<file path="config.mk">
export PLATFORM = sky130hd
export DESIGN_NAME = apdu_command_parser_core
export DESIGN_NICKNAME = d
export VERILOG_FILES = /design/src/rtl/apdu_pkg.sv /design/src/rtl/apdu_front.sv /design/src/rtl/apdu_rec_fifo.sv /design/src/rtl/apdu_back.sv /design/src/rtl/apdu_command_parser_core.sv
export SDC_FILE = /design/constraint.sdc
export NUM_CORES = 1
export LEC_CHECK = 0
export ABC_CLOCK_PERIOD_IN_PS = 20500
export BUFFER_PORTS_ARGS = -buffer_cell sky130_fd_sc_hd__buf_4
export CAP_MARGIN = 10
export CORE_MARGIN = 3
export CORE_UTILIZATION = 37
export CTS_CLUSTER_DIAMETER = 200
export DETAILED_ROUTE_END_ITERATION = 6
export PLACE_DENSITY = 0.54
export SETUP_SLACK_MARGIN = 0.5
export SLEW_MARGIN = 10
export SYNTH_ARGS = -nofsm -noshare
export SYNTH_HDL_FRONTEND = slang
export SYNTH_SLANG_ARGS = --single-unit
</file>
<file path="constraint.sdc">
create_clock -name clk -period 20.5 [get_ports clk]
set_input_delay 2.05 -clock clk [delete_from_list [all_inputs] [get_ports clk]]
set_output_delay 2.05 -clock clk [all_outputs]
set_load 0.1 [all_outputs]
</file>
<file path="src/rtl/apdu_pkg.sv">
// ----------------------------------------------------------------------------
// apdu_pkg
// Shared types and constants for the command APDU parser.
// ----------------------------------------------------------------------------
package apdu_pkg;

  localparam int unsigned POS_W = 17;
  localparam int unsigned LEN_W = 16;

  localparam logic [POS_W-1:0] POS_MAX      = '1;
  localparam logic [POS_W-1:0] HDR_BYTES    = 17'd4;
  localparam logic [POS_W-1:0] LC_POS       = 17'd4;
  localparam logic [POS_W-1:0] SHORT_DATA   = 17'd5;
  localparam logic [POS_W-1:0] EXT_LC_POS   = 17'd6;
  localparam logic [POS_W-1:0] EXT_DATA     = 17'd7;

  localparam logic [POS_W:0]   LEN_CASE1    = 18'd4;
  localparam logic [POS_W:0]   LEN_CASE2S   = 18'd5;
  localparam logic [POS_W:0]   LEN_EXT_BAD  = 18'd6;
  localparam logic [POS_W:0]   LEN_CASE2E   = 18'd7;
  localparam logic [POS_W:0]   EXT_LE_OVH   = 18'd9;

  localparam logic [7:0]       EXT_MARK     = 8'h00;

  localparam logic             KIND_DATA    = 1'b0;
  localparam logic             KIND_SUMMARY = 1'b1;
  localparam logic             STATUS_OK    = 1'b0;
  localparam logic             STATUS_WRONG = 1'b1;

  // One entry per accepted byte that produces output.
  typedef struct packed {
    logic             data;
    logic [7:0]       data_byte;
    logic             summ;
    logic [31:0]      header;
    logic [LEN_W-1:0] lc;
    logic [LEN_W-1:0] le;
    logic             le_present;
    logic             bad;
  } apdu_rec_t;

  function automatic logic lc_bad(input logic [LEN_W-1:0] lc,
                                  input logic [LEN_W-1:0] max_len);
    lc_bad = (lc == '0) || (lc > max_len);
  endfunction

endpackage

</file>
<file path="src/rtl/apdu_front.sv">
// ----------------------------------------------------------------------------
// apdu_front
// Byte parser: tracks header, length fields and position, and classifies each
// incoming byte into a data record and/or an end-of-frame summary record.
// ----------------------------------------------------------------------------
module apdu_front import apdu_pkg::*; (
  input  logic             clk,
  input  logic             rst,
  input  logic             push,
  output logic             full,
  input  logic [7:0]       in_byte,
  input  logic             frame_end,
  input  logic [LEN_W-1:0] max_data_length,
  input  logic             q_full,
  output logic             q_push,
  output apdu_rec_t        q_rec
);

  logic [POS_W-1:0] byte_position;
  logic [31:0]      header_bytes;
  logic             extended_mode;
  logic [LEN_W-1:0] length_field;
  logic [7:0]       previous_byte;
  logic             length_error;

  logic [31:0]      hdr_next;
  logic             ext_next;
  logic [LEN_W-1:0] lf_next;
  logic             err_next;
  logic [LEN_W-1:0] ext_word;
  logic             data;
  logic [POS_W:0]   len;
  logic [POS_W:0]   lc_wide;
  logic [LEN_W-1:0] lc;
  logic [LEN_W-1:0] le;
  logic             present;
  logic             bad;
  logic             accept;

  assign full   = q_full;
  assign accept = push && !q_full;

  always_comb begin
    hdr_next = header_bytes;
    ext_next = extended_mode;
    lf_next  = length_field;
    err_next = length_error;
    ext_word = {previous_byte, in_byte};
    data     = 1'b0;

    if (byte_position < HDR_BYTES) begin
      case (byte_position[1:0])
        2'd0:    hdr_next[31:24] = in_byte;
        2'd1:    hdr_next[23:16] = in_byte;
        2'd2:    hdr_next[15:8]  = in_byte;
        default: hdr_next[7:0]   = in_byte;
      endcase
    end

    if (byte_position == LC_POS && !frame_end) begin
      if (in_byte == EXT_MARK) begin
        ext_next = 1'b1;
      end else begin
        lf_next = {8'd0, in_byte};
        if (lc_bad({8'd0, in_byte}, max_data_length)) err_next = 1'b1;
      end
    end

    if (!ext_next) begin
      data = (byte_position >= SHORT_DATA) &&
             (byte_position <= ({1'b0, lf_next} + HDR_BYTES)) && !err_next;
    end else begin
      if (byte_position == EXT_LC_POS) begin
        lf_next = ext_word;
        if (!frame_end && lc_bad(ext_word, max_data_length)) err_next = 1'b1;
      end
      data = (byte_position >= EXT_DATA) &&
             (byte_position <= ({1'b0, lf_next} + EXT_LC_POS)) && !err_next;
    end
  end

  // End-of-frame length check
  always_comb begin
    len     = {1'b0, byte_position} + 18'd1;
    lc_wide = {2'b00, lf_next};
    lc      = '0;
    le      = '0;
    present = 1'b0;
    bad     = 1'b0;
    if (len < LEN_CASE1) begin
      bad = 1'b1;
    end else if (len == LEN_CASE1) begin
      bad = 1'b0;
    end else if (len == LEN_CASE2S) begin
      le      = {8'd0, in_byte};
      present = 1'b1;
    end else if (!ext_next) begin
      lc = lf_next;
      if (err_next) begin
        bad = 1'b1;
      end else if (len == lc_wide + LEN_CASE2S) begin
        bad = 1'b0;
      end else if (len == lc_wide + LEN_EXT_BAD) begin
        le      = {8'd0, in_byte};
        present = 1'b1;
      end else begin
        bad = 1'b1;
      end
    end else if (len == LEN_EXT_BAD) begin
      bad = 1'b1;
    end else if (len == LEN_CASE2E) begin
      le      = ext_word;
      present = 1'b1;
    end else begin
      lc = lf_next;
      if (err_next) begin
        bad = 1'b1;
      end else if (len == lc_wide + LEN_CASE2E) begin
        bad = 1'b0;
      end else if (len == lc_wide + EXT_LE_OVH) begin
        le      = ext_word;
        present = 1'b1;
      end else begin
        bad = 1'b1;
      end
    end
    if (bad) begin
      le      = '0;
      present = 1'b0;
      lc      = (len < LEN_EXT_BAD) ? '0 : lf_next;
    end
  end

  always_comb begin
    q_push           = accept && (data || frame_end);
    q_rec.data       = data;
    q_rec.data_byte  = in_byte;
    q_rec.summ       = frame_end;
    q_rec.header     = hdr_next;
    q_rec.lc         = lc;
    q_rec.le         = le;
    q_rec.le_present = present;
    q_rec.bad        = bad;
  end

  always_ff @(posedge clk) begin
    if (rst) begin
      byte_position <= '0;
      header_bytes  <= '0;
      extended_mode <= 1'b0;
      length_field  <= '0;
      previous_byte <= '0;
      length_error  <= 1'b0;
    end else if (accept) begin
      if (frame_end) begin
        byte_position <= '0;
        header_bytes  <= '0;
        extended_mode <= 1'b0;
        length_field  <= '0;
        previous_byte <= '0;
        length_error  <= 1'b0;
      end else begin
        header_bytes  <= hdr_next;
        extended_mode <= ext_next;
        length_field  <= lf_next;
        length_error  <= err_next;
        previous_byte <= in_byte;
        if (byte_position != POS_MAX) byte_position <= byte_position + 17'd1;
      end
    end
  end

endmodule

</file>
<file path="src/rtl/apdu_rec_fifo.sv">
// ----------------------------------------------------------------------------
// apdu_rec_fifo
// Small record queue between the parser and the result stage.
// ----------------------------------------------------------------------------
module apdu_rec_fifo import apdu_pkg::*; #(
  parameter int unsigned DEPTH = 4
) (
  input  logic      clk,
  input  logic      rst,
  input  logic      wr_en,
  input  apdu_rec_t wr_rec,
  output logic      q_full,
  input  logic      rd_en,
  output apdu_rec_t rd_rec,
  output logic      q_empty
);

  localparam int unsigned PTR_W = (DEPTH > 1) ? $clog2(DEPTH) : 1;
  localparam int unsigned CNT_W = $clog2(DEPTH + 1);

  apdu_rec_t        mem [DEPTH];
  logic [PTR_W-1:0] wptr;
  logic [PTR_W-1:0] rptr;
  logic [CNT_W-1:0] count;
  logic             do_wr;
  logic             do_rd;

  assign q_full  = (count == CNT_W'(DEPTH));
  assign q_empty = (count == '0);
  assign do_wr   = wr_en && !q_full;
  assign do_rd   = rd_en && !q_empty;
  assign rd_rec  = mem[rptr];

  always_ff @(posedge clk) begin
    if (do_wr) mem[wptr] <= wr_rec;
  end

  always_ff @(posedge clk) begin
    if (rst) begin
      wptr  <= '0;
      rptr  <= '0;
      count <= '0;
    end else begin
      if (do_wr) wptr <= (wptr == PTR_W'(DEPTH - 1)) ? '0 : wptr + PTR_W'(1);
      if (do_rd) rptr <= (rptr == PTR_W'(DEPTH - 1)) ? '0 : rptr + PTR_W'(1);
      if (do_wr && !do_rd) begin
        count <= count + CNT_W'(1);
      end else if (do_rd && !do_wr) begin
        count <= count - CNT_W'(1);
      end
    end
  end

endmodule

</file>
<file path="src/rtl/apdu_back.sv">
// ----------------------------------------------------------------------------
// apdu_back
// Result stage: holds one record and presents its data byte and/or summary
// as queue-style results, one transfer per cycle while pop is high.
// ----------------------------------------------------------------------------
module apdu_back import apdu_pkg::*; (
  input  logic             clk,
  input  logic             rst,
  input  logic             q_empty,
  input  apdu_rec_t        q_rec,
  output logic             q_pop,
  output logic             empty,
  input  logic             pop,
  output logic             kind,
  output logic [7:0]       payload_byte,
  output logic [7:0]       class_byte,
  output logic [7:0]       instruction_byte,
  output logic [7:0]       param_one,
  output logic [7:0]       param_two,
  output logic [LEN_W-1:0] data_length,
  output logic [LEN_W-1:0] expected_length,
  output logic             expected_present,
  output logic             status,
  output logic             last_result
);

  apdu_rec_t cur;
  logic      cur_valid;
  logic      data_done;
  logic      show_data;
  logic      take;
  logic      release_rec;

  assign show_data   = cur.data && !data_done;
  assign take        = pop && cur_valid;
  assign release_rec = take && !(show_data && cur.summ);
  assign q_pop       = !q_empty && (!cur_valid || release_rec);
  assign empty       = !cur_valid;

  always_ff @(posedge clk) begin
    if (q_pop) cur <= q_rec;
  end

  always_ff @(posedge clk) begin
    if (rst) begin
      cur_valid <= 1'b0;
      data_done <= 1'b0;
    end else if (q_pop) begin
      cur_valid <= 1'b1;
      data_done <= 1'b0;
    end else if (release_rec) begin
      cur_valid <= 1'b0;
      data_done <= 1'b0;
    end else if (take) begin
      data_done <= 1'b1;
    end
  end

  always_comb begin
    if (show_data) begin
      kind             = KIND_DATA;
      payload_byte     = cur.data_byte;
      class_byte       = '0;
      instruction_byte = '0;
      param_one        = '0;
      param_two        = '0;
      data_length      = '0;
      expected_length  = '0;
      expected_present = 1'b0;
      status           = STATUS_OK;
      last_result      = !cur.summ;
    end else begin
      kind             = KIND_SUMMARY;
      payload_byte     = '0;
      class_byte       = cur.header[31:24];
      instruction_byte = cur.header[23:16];
      param_one        = cur.header[15:8];
      param_two        = cur.header[7:0];
      data_length      = cur.lc;
      expected_length  = cur.le;
      expected_present = cur.le_present;
      status           = cur.bad ? STATUS_WRONG : STATUS_OK;
      last_result      = 1'b1;
    end
  end

  a_summary_last: assert property (@(posedge clk) disable iff (rst)
    (!empty && kind == KIND_SUMMARY) |-> last_result)
    else $error("summary result not marked last");

  a_data_then_summary: assert property (@(posedge clk) disable iff (rst)
    (pop && !empty && kind == KIND_DATA && !last_result) |=>
      (!empty && kind == KIND_SUMMARY))
    else $error("summary did not follow its data byte");

  a_error_no_le: assert property (@(posedge clk) disable iff (rst)
    (!empty && kind == KIND_SUMMARY && status == STATUS_WRONG) |->
      (!expected_present && expected_length == '0))
    else $error("wrong-length summary carries Le");

  a_no_load_while_split: assert property (@(posedge clk) disable iff (rst)
    (cur_valid && show_data && cur.summ) |-> !q_pop)
    else $error("record replaced before its summary was taken");

endmodule

</file>
<file path="src/rtl/apdu_command_parser_core.sv">
// ----------------------------------------------------------------------------
// apdu_command_parser_core
// Streaming command APDU parser with queue-style byte input and result output.
// ----------------------------------------------------------------------------
// Takes one frame byte per cycle while full is low. Each byte yields zero,
// one or two results (a command data byte and/or the end-of-frame summary);
// the result side delivers one result per cycle while pop is high, so a last
// byte that is also a data byte takes two output transfers. A record queue of
// FIFO_DEPTH entries sits between the parser and the result register; a
// result passes through that queue and then the result register before it
// reaches the result ports. max_data_length sits at byte address 0 (reset 255).
module apdu_command_parser_core import apdu_pkg::*; #(
  parameter int unsigned FIFO_DEPTH = 4
) (
  input  logic             clk,
  input  logic             rst,
  input  logic             psel,
  input  logic             penable,
  input  logic             pwrite,
  input  logic [2:0]       paddr,
  input  logic [31:0]      pwdata,
  output logic [31:0]      prdata,
  output logic             pready,
  input  logic             push,
  output logic             full,
  input  logic [7:0]       in_byte,
  input  logic             frame_end,
  output logic             empty,
  input  logic             pop,
  output logic             kind,
  output logic [7:0]       payload_byte,
  output logic [7:0]       class_byte,
  output logic [7:0]       instruction_byte,
  output logic [7:0]       param_one,
  output logic [7:0]       param_two,
  output logic [LEN_W-1:0] data_length,
  output logic [LEN_W-1:0] expected_length,
  output logic             expected_present,
  output logic             status,
  output logic             last_result
);

  logic [LEN_W-1:0] max_data_length;
  logic             reg_hit;
  logic             q_full;
  logic             q_empty;
  logic             f_push;
  logic             b_pop;
  apdu_rec_t        f_rec;
  apdu_rec_t        b_rec;

  assign pready  = 1'b1;
  assign reg_hit = (paddr[2] == 1'b0);
  assign prdata  = reg_hit ? {16'd0, max_data_length} : 32'd0;

  always_ff @(posedge clk) begin
    if (rst) begin
      max_data_length <= 16'd255;
    end else if (psel && penable && pwrite && pready && reg_hit) begin
      max_data_length <= pwdata[LEN_W-1:0];
    end
  end

  apdu_front u_front (
    .clk             (clk),
    .rst             (rst),
    .push            (push),
    .full            (full),
    .in_byte         (in_byte),
    .frame_end       (frame_end),
    .max_data_length (max_data_length),
    .q_full          (q_full),
    .q_push          (f_push),
    .q_rec           (f_rec)
  );

  apdu_rec_fifo #(
    .DEPTH (FIFO_DEPTH)
  ) u_fifo (
    .clk     (clk),
    .rst     (rst),
    .wr_en   (f_push),
    .wr_rec  (f_rec),
    .q_full  (q_full),
    .rd_en   (b_pop),
    .rd_rec  (b_rec),
    .q_empty (q_empty)
  );

  apdu_back u_back (
    .clk              (clk),
    .rst              (rst),
    .q_empty          (q_empty),
    .q_rec            (b_rec),
    .q_pop            (b_pop),
    .empty            (empty),
    .pop              (pop),
    .kind             (kind),
    .payload_byte     (payload_byte),
    .class_byte       (class_byte),
    .instruction_byte (instruction_byte),
    .param_one        (param_one),
    .param_two        (param_two),
    .data_length      (data_length),
    .expected_length  (expected_length),
    .expected_present (expected_present),
    .status           (status),
    .last_result      (last_result)
  );

endmodule

</file>
==> flow_metrics.tcl <==
set metrics [dict create \
    syn_inst 1851 \
    fp-row-count 91 \
    tritoncts "built" \
    fin_crit_ps 9324 \
    syn_to_final_growth_pct 14.48 \
    totalWireLength_um 63730 \
    cts.sinks 480 \
    holdPathEnd "max_data_length[11]" \
    tightest_slew_ps 1173 \
    n_antenna_cell 0 \
    vias 15546 \
    overflow 0 \
    place_congestion 0.9636 \
    rsz0062_at_grt "false" \
    syn_avg_cell_area_um2 12.72 \
    ys_types 105 \
    clk_pin_slew_ps 50 \
    worstPathMaxFanout 56 \
    io_pins 162 \
    cts_setup_buffers 0 \
    hold_depth 2 \
    hpwl_um 42010 \
    power.leakage_nw 9.534 \
    synth_flop_cell "edfxtp_1" \
    yosys_warnings 0 \
    async_flop_share 0 \
    viasPerCell 5.521 \
    crit_family "compound AO/OA/AOI/OAI gates" \
    p_per_area_nw_per_um2 127.0 \
    crit_path_start_kind "input port" \
    preCtsSetupSlack_ps 10610 \
    seq_area_frac_synth 0.5695 \
    synth_edf_count 380 \
    layout_common_cells "edfxtp_1 (380), nor2_1 (147), buf_4 (147)" \
    status "completed" \
    cp_cell_sequence "buf_4 > nor4_2 > a21oi_2 > o21ai_2 > a22oi_1 > a211oi_4 > nand2b_2 > or4_4 > nand2b_4 > or2_4 > or3_4 > or3_4 > nand2_1 > ha_1 > a21o_1 > a21o_1 > a21oi_1 > nand2_1 > o21ai_0 > o211ai_1 > a21oi_1 > o21a_1 > and2_4 > buf_4" \
    nets 2057 \
    synth_area_um2 23550 \
    cp_slowest_stage_delay_ps 760 \
    relSlewSlack 0.2151 \
    crit_type "input port to flop" \
    drtIter0Drc 1245 \
    worstPathRequired_ps 20700 \
    root_buffer "clkbuf_16" \
    antenna_found_initial 4 \
    grt_use_total 0.1889 \
    setup_violations 0 \
    final_common_cell "edfxtp_1" \
    fin_crit_sh 0.4548 \
    cts_hold_buf 0 \
    hold_path.class "flop to flop" \
    power_mw 3.424 \
    port_buffers 126 \
    start_util 0.3781 \
    hold_viol 0 \
    hold_start "max_data_length[11]" \
    end_kind "flop" \
    grt_max_degree 69 \
    reg2reg_slack_ps 11910 \
    drc 0 \
    avgRoutedWirePerCell_um 22.63 \
    fin_ws_ps 11180 \
    peakVddDrop_mv 0.07479 \
    crit_buf_inv 2 \
    clock_path_buffers 3 \
    finalSetupTns_ps 0 \
    cp.arrival_ps 9530 \
    timing.rr.end "u_fifo.mem[3][51]" \
    htree_levels 2 \
    die_h_um 258.3 \
    critPathSlowestCell "buf_4" \
    ant_nets 0 \
    drive_gt1_frac 0.2052 \
    timing.rr.start "u_front.byte_position[0]" \
    grt_pass1_vias 15484 \
    dieWidth_um 258.3 \
    grt_pass1_wl_um 96420 \
    clkLatencyLatePin_ps 590 \
    fmax_mhz 107.2 \
    finClkSkew_ps 21.53 \
    max_cap_viol_count 0 \
    slew_viol_final 0 \
    core-area_um2 62280 \
    worst-r2r-cell-count 26 \
    cts_buffers 51 \
    die_area_um2 66720 \
    ys_seq_elements 480 \
    first_pass_iters 6 \
    cts-resized-gates 0 \
]
==> per-stage QoR <==
stage	cell area, um2	utilization	hold slack (ps)	std cells
after floorplan	23610	-	449.0	1866
final	26960	0.4329	472.6	2816
after detailed placement	25210	0.4047	468.0	2721
after global placement	25210	0.4047	464.3	2721
after CTS	26960	0.4329	475.7	2816
after global routing	26960	0.4329	495.4	2816
==> worst max path at each step <==
| stage | endpoint | slack (ps) | cells after the start | startpoint |
|---|---|---|---|---|
| floorplan | u_fifo.mem[0][0] | 11520 | 24 | in_byte[0] |
| global placement | u_fifo.mem[0][51] | 10620 | 24 | in_byte[5] |
| detailed placement | u_fifo.mem[3][54] | 10610 | 24 | in_byte[5] |
| CTS | u_fifo.mem[3][50] | 11220 | 24 | in_byte[5] |
| global route | u_fifo.mem[2][53] | 10670 | 24 | in_byte[5] |
| finish | u_fifo.mem[3][51] | 11180 | 24 | in_byte[5] |
==> layer usage <==
layer  up-vias  wire (um)  global-route usage
met5         -          0                   0
met3        93       3317             0.02296
met1      7841      28520              0.2621
met2       450      30400              0.3149
met4         0       1494             0.05089
li1       7162          -                   -
==> Yosys cell counts (all sizes together) (9+ instances only) <==
| library cell | count | area [um2] |
|---|---|---|
| nor4 | 32 | 292.8 |
| mux4 | 76 | 1712 |
| a22oi | 66 | 510.5 |
| nand2 | 105 | 396.6 |
| nor2 | 150 | 568.0 |
| o31ai | 15 | 145.1 |
| a21oi | 92 | 464.2 |
| and2 | 97 | 606.8 |
| nand3 | 48 | 245.2 |
| dfxtp | 100 | 2002 |
| o21a | 12 | 90.09 |
| a21o | 17 | 127.6 |
| nor3b | 11 | 82.58 |
| or2 | 10 | 65.07 |
| buf | 41 | 262.8 |
| xor2 | 26 | 227.7 |
| edfxtp | 380 | 11410 |
| inv | 44 | 165.2 |
| xnor2 | 57 | 525.5 |
| a31oi | 13 | 87.58 |
| ha | 68 | 850.8 |
| nor3 | 41 | 225.2 |
| and3 | 28 | 175.2 |
| mux2 | 35 | 394.1 |
| nand2b | 9 | 66.31 |
| nand4 | 29 | 196.4 |
| clkbuf | 88 | 332.8 |
| o21ai | 35 | 178.9 |
==> layout make-up <==
class | count | area, um2
Multi-Input combinational cell | 1213 | 9470
Timing Repair Buffer | 147 | 1104
Inverter | 44 | 165.2
Sequential cell | 480 | 13420
Tap cell | 837 | 1047
Clock inverter | 39 | 460.4
Clock buffer | 56 | 1295
Fill cell | 5708 | 35320
==> logic make-up (layout without fill, tap and decap cells) <==
kind of cell             Yosys count  count (layout)  synth area share
AO/OA/AOI/OAI                    329             329           0.09945
XOR/XNOR                          83              83           0.03198
adder cells (fa/ha/maj)           69              69           0.03698
buffers and inverters            173             286           0.03230
flip-flops                       480             480            0.5695
multiplexers                     117             117           0.09196
other                              2              17         0.0003189
AND/OR/NAND/NOR                  598             598            0.1375
==> worst reg2reg max path: stages, from the launching register on <==
cell      delay [ps]
dfxtp_1          300
buf_4            180
inv_1            320
ha_1             430
nor2b_1          690
nor2_1           240
o21ai_0          210
a22oi_1          210
a211oi_4         330
nand2b_2         120
or4_4            440
nand2b_4         160
or2_4            260
or3_4            390
or3_4            410
nand2_1           70
ha_1             230
a21o_1           180
a21o_1           170
a21oi_1          230
nand2_1           80
o21ai_0          270
o211ai_1         150
a21oi_1          480
o21a_1           340
and2_4           420
buf_4            760
==> flip-flops by register name, summed over array words and instances, names as in the netlist <==
signal and cells:
u_fifo.mem 304, u_back.cur 76, u_front.header_bytes 32, u_front.byte_position 17
max_data_length 16, u_front.length_field 16, u_front.previous_byte 8, u_fifo.count 3
u_fifo.rptr 2, u_fifo.wptr 2, u_back.cur_valid 1, u_back.data_done 1
u_front.extended_mode 1, u_front.length_error 1
==> where the power goes <==
group	switching [mW]	total (mW)	internal, mW	leakage, nW
Sequential	0.0567	1.26	1.21	4.50
Clock	0.380	0.963	0.583	0.863
Combinational	0.914	1.20	0.284	4.17
Power figures use the tool's default switching activity.
